--- src/lias_pkg.sv ---
package lias_pkg;

  // Field widths fixed by the interface.
  localparam int RAW_W      = 16;
  localparam int PHASE_W    = 23;
  localparam int START_W    = 16;
  localparam int COUNT_W    = 24;
  localparam int TAIL_W     = 6;
  localparam int CFG_DATA_W = 24;
  localparam int ACC_W      = 32;
  localparam int DIFF_W     = RAW_W + 1;

  localparam int LIAS_MAX_UPSAMPLE = 32;

  // Reset values of the configuration registers.
  localparam logic [PHASE_W-1:0] PHASE_STEP_RST = 23'h010000;
  localparam logic [TAIL_W-1:0]  TAIL_COUNT_RST = 6'd1;

  localparam logic [PHASE_W-1:0] PHASE_ONE = 23'h010000;

  typedef logic [RAW_W-1:0]         raw_t;
  typedef logic signed [DIFF_W-1:0] diff_t;
  typedef logic [ACC_W-1:0]         acc_t;
  typedef logic [CFG_DATA_W-1:0]    cfg_data_t;

  typedef enum logic [2:0] {
    REG_PHASE_STEP    = 3'd0,
    REG_START_PHASE   = 3'd1,
    REG_MAIN_COUNT    = 3'd2,
    REG_TAIL_COUNT    = 3'd3,
    REG_IS_STEREO     = 3'd4,
    REG_SOURCE_WIDE   = 3'd5,
    REG_SOURCE_SIGNED = 3'd6,
    REG_OUT_FORMAT    = 3'd7
  } cfg_index_t;

  typedef enum logic [1:0] {
    FMT_S8  = 2'd0,
    FMT_U8  = 2'd1,
    FMT_S16 = 2'd2,
    FMT_S16_ALT = 2'd3
  } out_fmt_t;

  // Operands of one multiply-accumulate: base*65536 + diff*weight.
  typedef struct packed {
    raw_t        base;
    diff_t       diff;
    logic [15:0] weight;
  } mac_op_t;

  // Convert a raw sample into offset binary.
  function automatic raw_t to_offset(raw_t raw, logic wide, logic sgn);
    raw_t r;
    if (wide) begin
      r = sgn ? (raw ^ 16'h8000) : raw;
    end else begin
      r = {8'h00, raw[7:0] ^ (sgn ? 8'h80 : 8'h00)};
    end
    return r;
  endfunction

  // Scale the blended offset-binary value and convert to the output format.
  function automatic raw_t format_out(acc_t acc, logic wide, out_fmt_t fmt);
    raw_t r;
    if (wide) begin
      r = acc[31:16] ^ 16'h8000;
    end else begin
      unique case (fmt)
        FMT_S8:  r = {8'h00, acc[23:16] ^ 8'h80};
        FMT_U8:  r = {8'h00, acc[23:16]};
        default: r = acc[23:8] ^ 16'h8000;
      endcase
    end
    return r;
  endfunction

endpackage

--- src/lias_mac.sv ---
module lias_mac (
  input  logic             clk,
  input  lias_pkg::mac_op_t op,
  output lias_pkg::acc_t    acc
);
  import lias_pkg::*;

  logic signed [DIFF_W+17-1:0] prod;
  logic signed [DIFF_W+17:0]   sum;

  // The blend u0*(1-f) + u1*f is rewritten as u0*65536 + (u1-u0)*f,
  // which needs a single signed multiply.
  assign prod = op.diff * $signed({1'b0, op.weight});
  assign sum  = $signed({3'b000, op.base, 16'h0000}) + (DIFF_W+18)'(prod);

  always_ff @(posedge clk) begin
    acc <= sum[ACC_W-1:0];
  end

endmodule

--- src/linear_interp_audio_resampler_core.sv ---
// Linear-interpolation audio resampler. Source frames enter one beat at a time on the input
// channel; the block keeps the previous frame and a 7.16 phase, and for each pair of frames
// it emits blended frames prev*(1-f) + cur*f while the phase is below 1.0, at most
// MAX_UPSAMPLE per pair and no more than main_count per stream. The first frame of a stream
// emits nothing and loads start_phase. A frame marked final_frame is followed by tail_count
// copies of itself (capped at MAX_UPSAMPLE) and closes the stream. run_last marks the last
// output beat caused by an input beat and stream_done the last beat of a stream. All
// arithmetic goes through one shared multiply-accumulate unit, one channel per cycle: an
// output frame passes through S_LEFT, S_RIGHT, S_CAPR (stereo only) and S_EMIT, waiting
// there while the output register is still held by the sink; input is accepted in S_IDLE.
// The input is ready only when the sequencer is idle, so the next input beat is taken once
// the last output of the one before is in the output register, even before the sink takes
// it. Write configuration only while the block is idle.
module linear_interp_audio_resampler_core #(
  parameter int MAX_UPSAMPLE = lias_pkg::LIAS_MAX_UPSAMPLE
) (
  input  logic                   clk,
  input  logic                   rst,
  input  logic                   cfg_we,
  input  lias_pkg::cfg_index_t   cfg_index,
  input  lias_pkg::cfg_data_t    cfg_data,
  input  logic                   in_valid,
  output logic                   in_ready,
  input  lias_pkg::raw_t         left_raw,
  input  lias_pkg::raw_t         right_raw,
  input  logic                   final_frame,
  output logic                   out_valid,
  input  logic                   out_ready,
  output lias_pkg::raw_t         out_left,
  output lias_pkg::raw_t         out_right,
  output logic                   run_last,
  output logic                   stream_done
);
  import lias_pkg::*;

  localparam int KW = $clog2(MAX_UPSAMPLE + 1);

  // Sequencer states.
  typedef enum logic [4:0] {
    S_IDLE  = 5'b00001,
    S_LEFT  = 5'b00010,
    S_RIGHT = 5'b00100,
    S_CAPR  = 5'b01000,
    S_EMIT  = 5'b10000
  } state_t;

  // Configuration registers.
  logic [PHASE_W-1:0] phase_step;
  logic [START_W-1:0] start_phase;
  logic [COUNT_W-1:0] main_count;
  logic [TAIL_W-1:0]  tail_count;
  logic               is_stereo;
  logic               source_wide;
  logic               source_signed;
  out_fmt_t           out_format;

  // Stream state.
  state_t             state;
  raw_t               prev_left, prev_right;
  raw_t               cur_left, cur_right;
  logic [PHASE_W-1:0] phase_acc;
  logic [COUNT_W-1:0] emitted_main;
  logic               have_prev;
  logic               in_tail;
  logic               item_final;
  logic [KW-1:0]      k_cnt;
  logic [KW-1:0]      tail_cnt;
  raw_t               res_left, res_right;

  // Combinational helpers.
  mac_op_t            mac_op;
  acc_t               mac_acc;
  raw_t               op_prev, op_cur, off_prev, off_cur;
  raw_t               fmt_val;
  logic               in_beat;
  logic               out_free;
  logic [KW-1:0]      tail_n;
  logic               main_go;
  logic [PHASE_W-1:0] phase_wrap;
  logic [PHASE_W:0]   phase_sum;
  logic [PHASE_W-1:0] phase_next;
  logic [COUNT_W-1:0] emitted_next;
  logic [KW-1:0]      k_next;
  logic               more_main;
  logic [PHASE_W-1:0] phase_next_wrap;
  logic               result_last;

  assign in_ready = (state == S_IDLE);
  assign in_beat  = in_valid && in_ready;
  assign out_free = !out_valid || out_ready;

  // Configuration write port.
  always_ff @(posedge clk) begin
    if (rst) begin
      phase_step    <= PHASE_STEP_RST;
      start_phase   <= '0;
      main_count    <= '0;
      tail_count    <= TAIL_COUNT_RST;
      is_stereo     <= 1'b0;
      source_wide   <= 1'b0;
      source_signed <= 1'b0;
      out_format    <= FMT_S16;
    end else if (cfg_we) begin
      unique case (cfg_index)
        REG_PHASE_STEP:    phase_step    <= cfg_data[PHASE_W-1:0];
        REG_START_PHASE:   start_phase   <= cfg_data[START_W-1:0];
        REG_MAIN_COUNT:    main_count    <= cfg_data[COUNT_W-1:0];
        REG_TAIL_COUNT:    tail_count    <= cfg_data[TAIL_W-1:0];
        REG_IS_STEREO:     is_stereo     <= cfg_data[0];
        REG_SOURCE_WIDE:   source_wide   <= cfg_data[0];
        REG_SOURCE_SIGNED: source_signed <= cfg_data[0];
        REG_OUT_FORMAT:    out_format    <= out_fmt_t'(cfg_data[1:0]);
        default: ;
      endcase
    end
  end

  // Tail copies owed by a final frame, capped at the per-pair limit.
  always_comb begin
    if (!final_frame) begin
      tail_n = '0;
    end else if (tail_count > TAIL_W'(MAX_UPSAMPLE)) begin
      tail_n = KW'(MAX_UPSAMPLE);
    end else begin
      tail_n = tail_count[KW-1:0];
    end
  end

  // A pair produces main output only when the phase is below 1.0 and the stream quota
  // is not used up.
  assign main_go = have_prev && (phase_acc[PHASE_W-1:16] == '0) &&
                   (emitted_main < main_count);

  // Moving the phase back by 1.0 at the end of a pair; a phase still below 1.0 is forced
  // to 1.0 first, so the next pair starts at zero.
  assign phase_wrap = (phase_acc[PHASE_W-1:16] == '0) ? '0 : (phase_acc - PHASE_ONE);

  // Look ahead one main output so the last beat of an input can be flagged.
  assign phase_sum       = {1'b0, phase_acc} + {1'b0, phase_step};
  assign phase_next      = phase_sum[PHASE_W] ? {PHASE_W{1'b1}} : phase_sum[PHASE_W-1:0];
  assign emitted_next    = emitted_main + 1'b1;
  assign k_next          = k_cnt + 1'b1;
  assign more_main       = (phase_next[PHASE_W-1:16] == '0) &&
                           (emitted_next < main_count) &&
                           (k_next < KW'(MAX_UPSAMPLE));
  assign phase_next_wrap = (phase_next[PHASE_W-1:16] == '0) ? '0 :
                           (phase_next - PHASE_ONE);
  assign result_last     = in_tail ? (tail_cnt == KW'(1)) :
                           (!more_main && (tail_cnt == '0));

  // Operand selection for the shared unit: left channel while in S_LEFT, right after.
  // A tail copy blends the current frame with itself, so its difference is zero.
  always_comb begin
    op_cur   = (state == S_LEFT) ? cur_left : cur_right;
    op_prev  = in_tail ? op_cur : ((state == S_LEFT) ? prev_left : prev_right);
    off_cur  = to_offset(op_cur, source_wide, source_signed);
    off_prev = to_offset(op_prev, source_wide, source_signed);
    mac_op.base   = off_prev;
    mac_op.diff   = $signed({1'b0, off_cur}) - $signed({1'b0, off_prev});
    mac_op.weight = in_tail ? 16'h0000 : phase_acc[15:0];
  end

  lias_mac u_mac (
    .clk (clk),
    .op  (mac_op),
    .acc (mac_acc)
  );

  assign fmt_val = format_out(mac_acc, source_wide, out_format);

  // Sequencer.
  always_ff @(posedge clk) begin
    if (rst) begin
      state        <= S_IDLE;
      prev_left    <= '0;
      prev_right   <= '0;
      phase_acc    <= '0;
      emitted_main <= '0;
      have_prev    <= 1'b0;
      in_tail      <= 1'b0;
      item_final   <= 1'b0;
      k_cnt        <= '0;
      tail_cnt     <= '0;
    end else begin
      unique case (state)
        S_IDLE: begin
          if (in_beat) begin
            cur_left   <= left_raw;
            cur_right  <= right_raw;
            item_final <= final_frame;
            have_prev  <= !final_frame;
            tail_cnt   <= tail_n;
            k_cnt      <= '0;
            if (main_go) begin
              in_tail <= 1'b0;
              state   <= S_LEFT;
            end else begin
              prev_left  <= left_raw;
              prev_right <= right_raw;
              in_tail    <= 1'b1;
              if (!have_prev) begin
                phase_acc    <= {{(PHASE_W-START_W){1'b0}}, start_phase};
                emitted_main <= '0;
              end else begin
                phase_acc <= phase_wrap;
              end
              state <= (tail_n != '0) ? S_LEFT : S_IDLE;
            end
          end
        end
        S_LEFT: begin
          state <= S_RIGHT;
        end
        S_RIGHT: begin
          state <= is_stereo ? S_CAPR : S_EMIT;
        end
        S_CAPR: begin
          state <= S_EMIT;
        end
        S_EMIT: begin
          if (out_free) begin
            if (in_tail) begin
              tail_cnt <= tail_cnt - 1'b1;
              state    <= (tail_cnt == KW'(1)) ? S_IDLE : S_LEFT;
            end else begin
              emitted_main <= emitted_next;
              k_cnt        <= k_next;
              if (more_main) begin
                phase_acc <= phase_next;
                state     <= S_LEFT;
              end else begin
                // Pair finished: wrap the phase and shift the current frame into place.
                phase_acc  <= phase_next_wrap;
                prev_left  <= cur_left;
                prev_right <= cur_right;
                in_tail    <= 1'b1;
                state      <= (tail_cnt != '0) ? S_LEFT : S_IDLE;
              end
            end
          end
        end
        default: state <= S_IDLE;
      endcase
    end
  end

  // Channel results from the shared unit.
  always_ff @(posedge clk) begin
    if (state == S_RIGHT) begin
      res_left <= fmt_val;
    end
    if (state == S_CAPR) begin
      res_right <= fmt_val;
    end
  end

  // Output register.
  always_ff @(posedge clk) begin
    if (rst) begin
      out_valid <= 1'b0;
    end else if (state == S_EMIT && out_free) begin
      out_valid <= 1'b1;
    end else if (out_ready) begin
      out_valid <= 1'b0;
    end
  end

  always_ff @(posedge clk) begin
    if (state == S_EMIT && out_free) begin
      out_left    <= res_left;
      out_right   <= is_stereo ? res_right : '0;
      run_last    <= result_last;
      stream_done <= result_last && item_final;
    end
  end

endmodule

--- config.mk ---
export PLATFORM = sky130hd
export DESIGN_NAME = linear_interp_audio_resampler_core
export DESIGN_NICKNAME = d
export VERILOG_FILES = /design/src/lias_pkg.sv /design/src/lias_mac.sv /design/src/linear_interp_audio_resampler_core.sv
export SDC_FILE = /design/constraint.sdc
export NUM_CORES = 2
export LEC_CHECK = 0
export ABC_CLOCK_PERIOD_IN_PS = 24600
export BUFFER_PORTS_ARGS = -buffer_cell sky130_fd_sc_hd__buf_2
export CORE_UTILIZATION = 40
export DETAILED_ROUTE_END_ITERATION = 12
export GPL_TIMING_DRIVEN = 0
export PLACE_DENSITY = 0.59
export SYNTH_ARGS = -nofsm -noshare
export SYNTH_HDL_FRONTEND = slang
export SYNTH_SLANG_ARGS = --single-unit
--- constraint.sdc ---
create_clock -name clk -period 24.6 [get_ports clk]
set_clock_uncertainty 0.1 [all_clocks]
set_input_delay 0 -clock clk [delete_from_list [all_inputs] [get_ports clk]]
set_output_delay 0 -clock clk [all_outputs]
set_load 0.05 [all_outputs]
[After elaboration in Yosys (flattened, before gate mapping)]
Index checks and enable logic that the tools add are counted.
W data, S select, Z words.
Word-level totals
  flip-flop bits (word level): 304
  bits of input ports: 65
  output and inout bits: 36
  logic and storage cells: 175
Cells by class
  add/subtract/negate cells: 8
  $mul: 1
  $lt $le $gt $ge: 4
  equal/unequal tests: 21
  multiplexer cells: 68
  bitwise gates (word level): 7
  reductions and logical operators: 38
Operator list (count)
  $mux W16: 19
  $mux W23: 9
  $mux W24: 5
  $pmux W16 S2: 3
  $lt A24 B24 Y1: 2
  $mux W6: 8
  $pmux W24 S2: 1
  $pmux W23 S2: 1
  $sub A23 B17 Y23 const B: 2
  $add A32 B32 Y32: 1
  $mul A17 B17 Y32: 1
  $pmux W5 S5: 1
  $add A23 B23 Y24: 1
  $add A24 B1 Y24 const B: 1
  $pmux W6 S2: 2
  $reduce_and A2 Y1: 10
  $sub A16 B16 Y17: 1
  $xor A8 B8 Y8: 2
  $mux W5: 3
  $logic_not A7 Y1: 2
  $eq A3 B3 Y1 const B: 4
  $mux W2: 6
  $ne A2 B2 Y1 const B: 6
  $reduce_and A6 Y1: 2
  other kinds (29): 54

[Depth between registers and ports, before layout]
  word-level depth: 9
  gate-level depth with buffers: 40
  gate-level depth less buffers: 38

[By module]
Synthesis repeated with hierarchy kept, for this count alone.
Unflattened totals
  cell total of the unflattened synthesis: 2971
  area, all modules: 27092.2 sq um
By module, submodules not included
  linear_interp_audio_resampler_core: times used 1, cells an instance 1644, area each 15074.5 sq um, seq. area each 6426.2 sq um
  lias_mac: times used 1, cells an instance 1327, area each 12017.8 sq um, seq. area each 640.6 sq um

[Least setup slack after synthesis]
No wires, ideal clock.
  path kind: flip-flop to flip-flop
  start: register state[2]
  end: register u_mac.acc[31]
  library setup time: 0.118 ns
  arrival time: 9.250 ns
  data required time: 24.382 ns
  setup slack: 15.132 ns
  stages on the path, launching flop included: 39
  path buffers: 3
  clock period less this slack: 9.468 ns
  cell sequence: dfxtp_1 nor2_1 nand3_1 clkbuf_1 buf_1 mux2i_1 nor2_1 a21oi_1 ha_1 a21boi_0 o21ai_0 a211oi_1 a2111oi_0 nor3_1 a211o_1 a21oi_1 clkbuf_1 nand2_1 [... 3 more ...] inv_1 fa_1 inv_1 fa_1 fa_1 inv_1 fa_1 inv_1 ha_1 o21a_1 o21ai_0 nand2b_1 a21oi_1 o21ai_0 a21oi_1 o2111ai_1 xnor2_1 xnor2_1
Between the ends
  cells in the longest elaborated chain, start to end: 9
  elaborated cells on any way between the ends: 15
  classes of those cells: add/sub: 2; mul: 1; eq/ne: 1; mux: 7; bitwise: 4
Ends and longest elaborated chain
  start: declaration: RTL line linear_interp_audio_resampler_core.sv:58  | state_t state;
  start signal: assignment: RTL line linear_interp_audio_resampler_core.sv:207  | state <= (tail_n != '0) ? S_LEFT : S_IDLE;
  start signal: assignment: RTL line linear_interp_audio_resampler_core.sv:215  | state <= is_stereo ? S_CAPR : S_EMIT;
  start signal: assignment: RTL line linear_interp_audio_resampler_core.sv:224  | state <= (tail_cnt == KW'(1)) ? S_IDLE : S_LEFT;
  $eq A5 B2 Y1 (*): RTL line linear_interp_audio_resampler_core.sv:154, linear_interp_audio_resampler_core.sv:155
  $mux W16 (on tied branches): RTL line linear_interp_audio_resampler_core.sv:155, linear_interp_audio_resampler_core.sv:154
  $mux W16: RTL line linear_interp_audio_resampler_core.sv:155  | op_prev = in_tail ? op_cur : ((state == S_LEFT) ? prev_left : prev_right);
  $not A1 Y1 (no line)
  $mux W16: RTL line lias_pkg.sv:55  | r = sgn ? (raw ^ 16'h8000) : raw;
  $mux W16: RTL line lias_pkg.sv:54  | if (wide) begin
  $sub A16 B16 Y17: RTL line linear_interp_audio_resampler_core.sv:159  | mac_op.diff = $signed({1'b0, off_cur}) - $signed({1'b0, off_prev});
  $mul A17 B17 Y32: RTL line lias_mac.sv:13  | assign prod = op.diff * $signed({1'b0, op.weight});
  $add A32 B32 Y32 (*): RTL line lias_mac.sv:14  | assign sum = $signed({3'b000, op.base, 16'h0000}) + (DIFF_W+18)'(prod);
  net u_mac.sum[31]: RTL line lias_mac.sv:9  | logic signed [DIFF_W+17:0] sum;
  end signal: assignment: RTL line lias_mac.sv:17  | acc <= sum[ACC_W-1:0];
  end: declaration: RTL line lias_mac.sv:4  | output lias_pkg::acc_t acc
Mark *: on every way through the listed nets, which the timed path passes. The rest lies on a longest branch.
A chain may end at the register's enable or synchronous reset.

[Worst setup path after layout]
Same ends and word-level chain as after synthesis.

==> impl_metrics.toml <==
[outcome]
status = "finished, violations left"
violations = "design-rule violations"

[synthesis]
synth_compound_area_share_pct = 13.5
synthMuxAreaShare_pct = 3.32
synth_edf_count = 98
synthSimpleGateAreaFrac_pct = 15.5
synth_xor_area_share_pct = 3.65
synth.distinct_cells = 79
synth.area.top_cells = "fa_1, dfxtp_1, edfxtp_1"
ys_ff_latch = 296
syn-num-nets = 3515
yosysTopAreaCell = "fa_1"
synth_common_cells = "inv_1, nand2_1, fa_1"
yosysTopAreaCellShare_pct = 21.7
ys.warnings.count = 0
ys_dominant_reg_cell = "dfxtp_1"
synth-adder-area-share_pct = 30.4
syn_area_per_cell_um2 = 9.03
synth_cells = 2973
ys_seq_area_share_pct = 25.7
synth_top_family_by_area = "adder cells"
yosysMostFrequentCell = "inv_1"
async_flop_share_pct = 0
syn_area_um2 = 26800

[hold_path]
whs_path_depth = 2
min_to = "cur_left[15]"
min-delay-path-class = "input port to register"
hold_start = "left_raw[15]"

[place]
dp.cells = 3937
place_ws_ps = 11450
portBuffers = 99
placed_area_um2 = 28500
hpwlAfterDp_um = 64300
gp_congestion = 0.952

[critical_path]
cp.arrival_ps = 13440
r2r-start = "state[2]"
slowest_delay_ps = 830
reg2reg_setup_slack_ps = 11440
rr_worst_depth = 34
critPathTopFamily = "compound AO/OA/AOI/OAI gates"
start_kind = "register"
cp_max_fo = 14
r2r-end = "u_mac.acc[31]"
critical_path_required_ps = 24880
end_kind = "register"
path_buf_inv = 6
crit_top_cell = "fa_1"
path_class = "register to register"
slowest_stage = "buf_1"

[timing]
slew_violations = 0
worstMarginPinSlew_ps = 1350
fin_crit_sh_pct = 53.5
rsz0062_at_grt = "false"
hold_violations = 0
fin_tns_setup_ps = 0
max_slew_margin_pct = 9.59
whs_ps = 86.1
layout_min_cycle_time_ps = 13160
setup_viol = 0
worst_slack_ps = 11440
fmax_mhz = 76.0

[routing]
drt_iter0_drc = 1746
via_per_inst = 5.37
wire_per_inst_um = 19.6
drt-total-wl_um = 79800
route.detailed.drc = 8
vias = 21800
drtPass1Iterations = 10
final_antenna_net_count = 0

[final_layout]
finalNetCount = 3720
final_cells = 4068
utilization_pct = 45.8
diodes = 0
syn_to_final_growth_pct = 12.7
fillerInstances = 6506
final_cell_area_um2 = 30300
drive_gt1_share_pct = 7.90

[floorplanning]
dieArea_um2 = 68200
core_um2 = 66100
dieWidth_um = 261
initial_core_util_pct = 40.6
rows = 94
die_h_um = 261
ioPinCount = 101

[global_routing]
top_usage_layer = "met2"
grt_pass1_vias = 21300
met3_usage_pct = 2.93
grt-ovfl-total = 0
grt_pass1_wl_um = 125000
grt_max_degree = 36
antenna_found_initial = 3
gr-usage-met2_pct = 38.3
grt_usage_pct = 23.9
grtUsageMet1_pct = 34.4

[clock_network]
cts_buffer_depth = 3
htreeDepth = 2
holdBufCountCts = 68
cts-root-buf = "clkbuf_16"
ctsResizeCount = 0
cts_setup_buffers = 0
clk-insertion-delay-late_ps = 570
cts_inserted_buffers = 34
clock-sinks = 296
cts_tree = "built"
clk_pin_slew_ps = 60

[pwr]
total_power_mw = 2.71
leakagePower_nw = 13.6
ir_worst_vdd_v = 0.0000940
p_per_area_nw_per_um2 = 89.7

[job]
maxCapViolations = 0
state kept, by name, indices dropped and copies added, names as in the netlist, 16 cells and up:
signal	cells
phase_acc	23
emitted_main	24
cur_left	16
main_count	24
prev_right	16
cur_right	16
phase_step	23
res_right	16
res_left	16
prev_left	16
out_right	16
start_phase	16
out_left	16
u_mac.acc	24
metal layers:
metal,wire length [µm],vias to the layer above
li1,-,10300
met1,36700,10700
met2,36000,740
met3,5370,107
met4,1780,0
met5,0,-
kinds of logic after synthesis:
family | count (synthesis)
adders and majority gates | 477
and+or+nand+nor | 913
buffers and inverters | 559
xor gates and xnor gates | 112
AOI/OAI and AO/OA | 529
DFF | 296
muxes | 87
worst max path at each step:
stage / slack (ps) / depth (start not counted) / start / end
final: 11440 / 34 / state[2] / u_mac.acc[31]
after global routing: 10820 / 34 / state[2] / u_mac.acc[31]
after CTS: 11410 / 34 / state[2] / u_mac.acc[31]
after detailed placement: 11450 / 34 / state[2] / u_mac.acc[31]
after global placement: 11480 / 34 / state[2] / u_mac.acc[31]
after floorplan: 15130 / 38 / state[2] / u_mac.acc[31]
power by group:
part / leakage [nW] / internal, mW / switching (mW)
Clock: 0.525 / 0.287 / 0.218
Combinational: 10.6 / 0.624 / 0.982
Sequential: 2.48 / 0.569 / 0.0320
area by class of cell:
class	count	area, µm²	share of cell area, %
well taps	864	1080	3.57
inverters	421	1580	5.22
repair buffers	169	1220	4.04
flip-flops and latches	296	6910	22.8
multi-input cells	2118	17800	58.9
plain buffers	138	562	1.86
clock inverters	15	119	0.393
clock buffers	47	965	3.19
placed cells by master (no fill, tap or decap), drive strengths merged, types with 25 or more instances in the layout:
cell,Yosys,routed
a21oi,215,215
and2,27,27
clkbuf,110,157
xnor2,64,64
ha,186,186
and3,25,25
dlygate4sd3,0,68
inv,419,421
a211oi,25,25
xor2,48,48
dfxtp,198,198
fa,291,291
a21o,30,30
nor3,74,74
nor2b,30,30
nand3,55,55
nand2b,26,26
o21ai,90,90
nand2,328,328
edfxtp,98,98
buf,28,129
nor2,262,262
mux2i,70,70
a311oi,42,42
No activity file was read; power rests on OpenSTA's default activity.
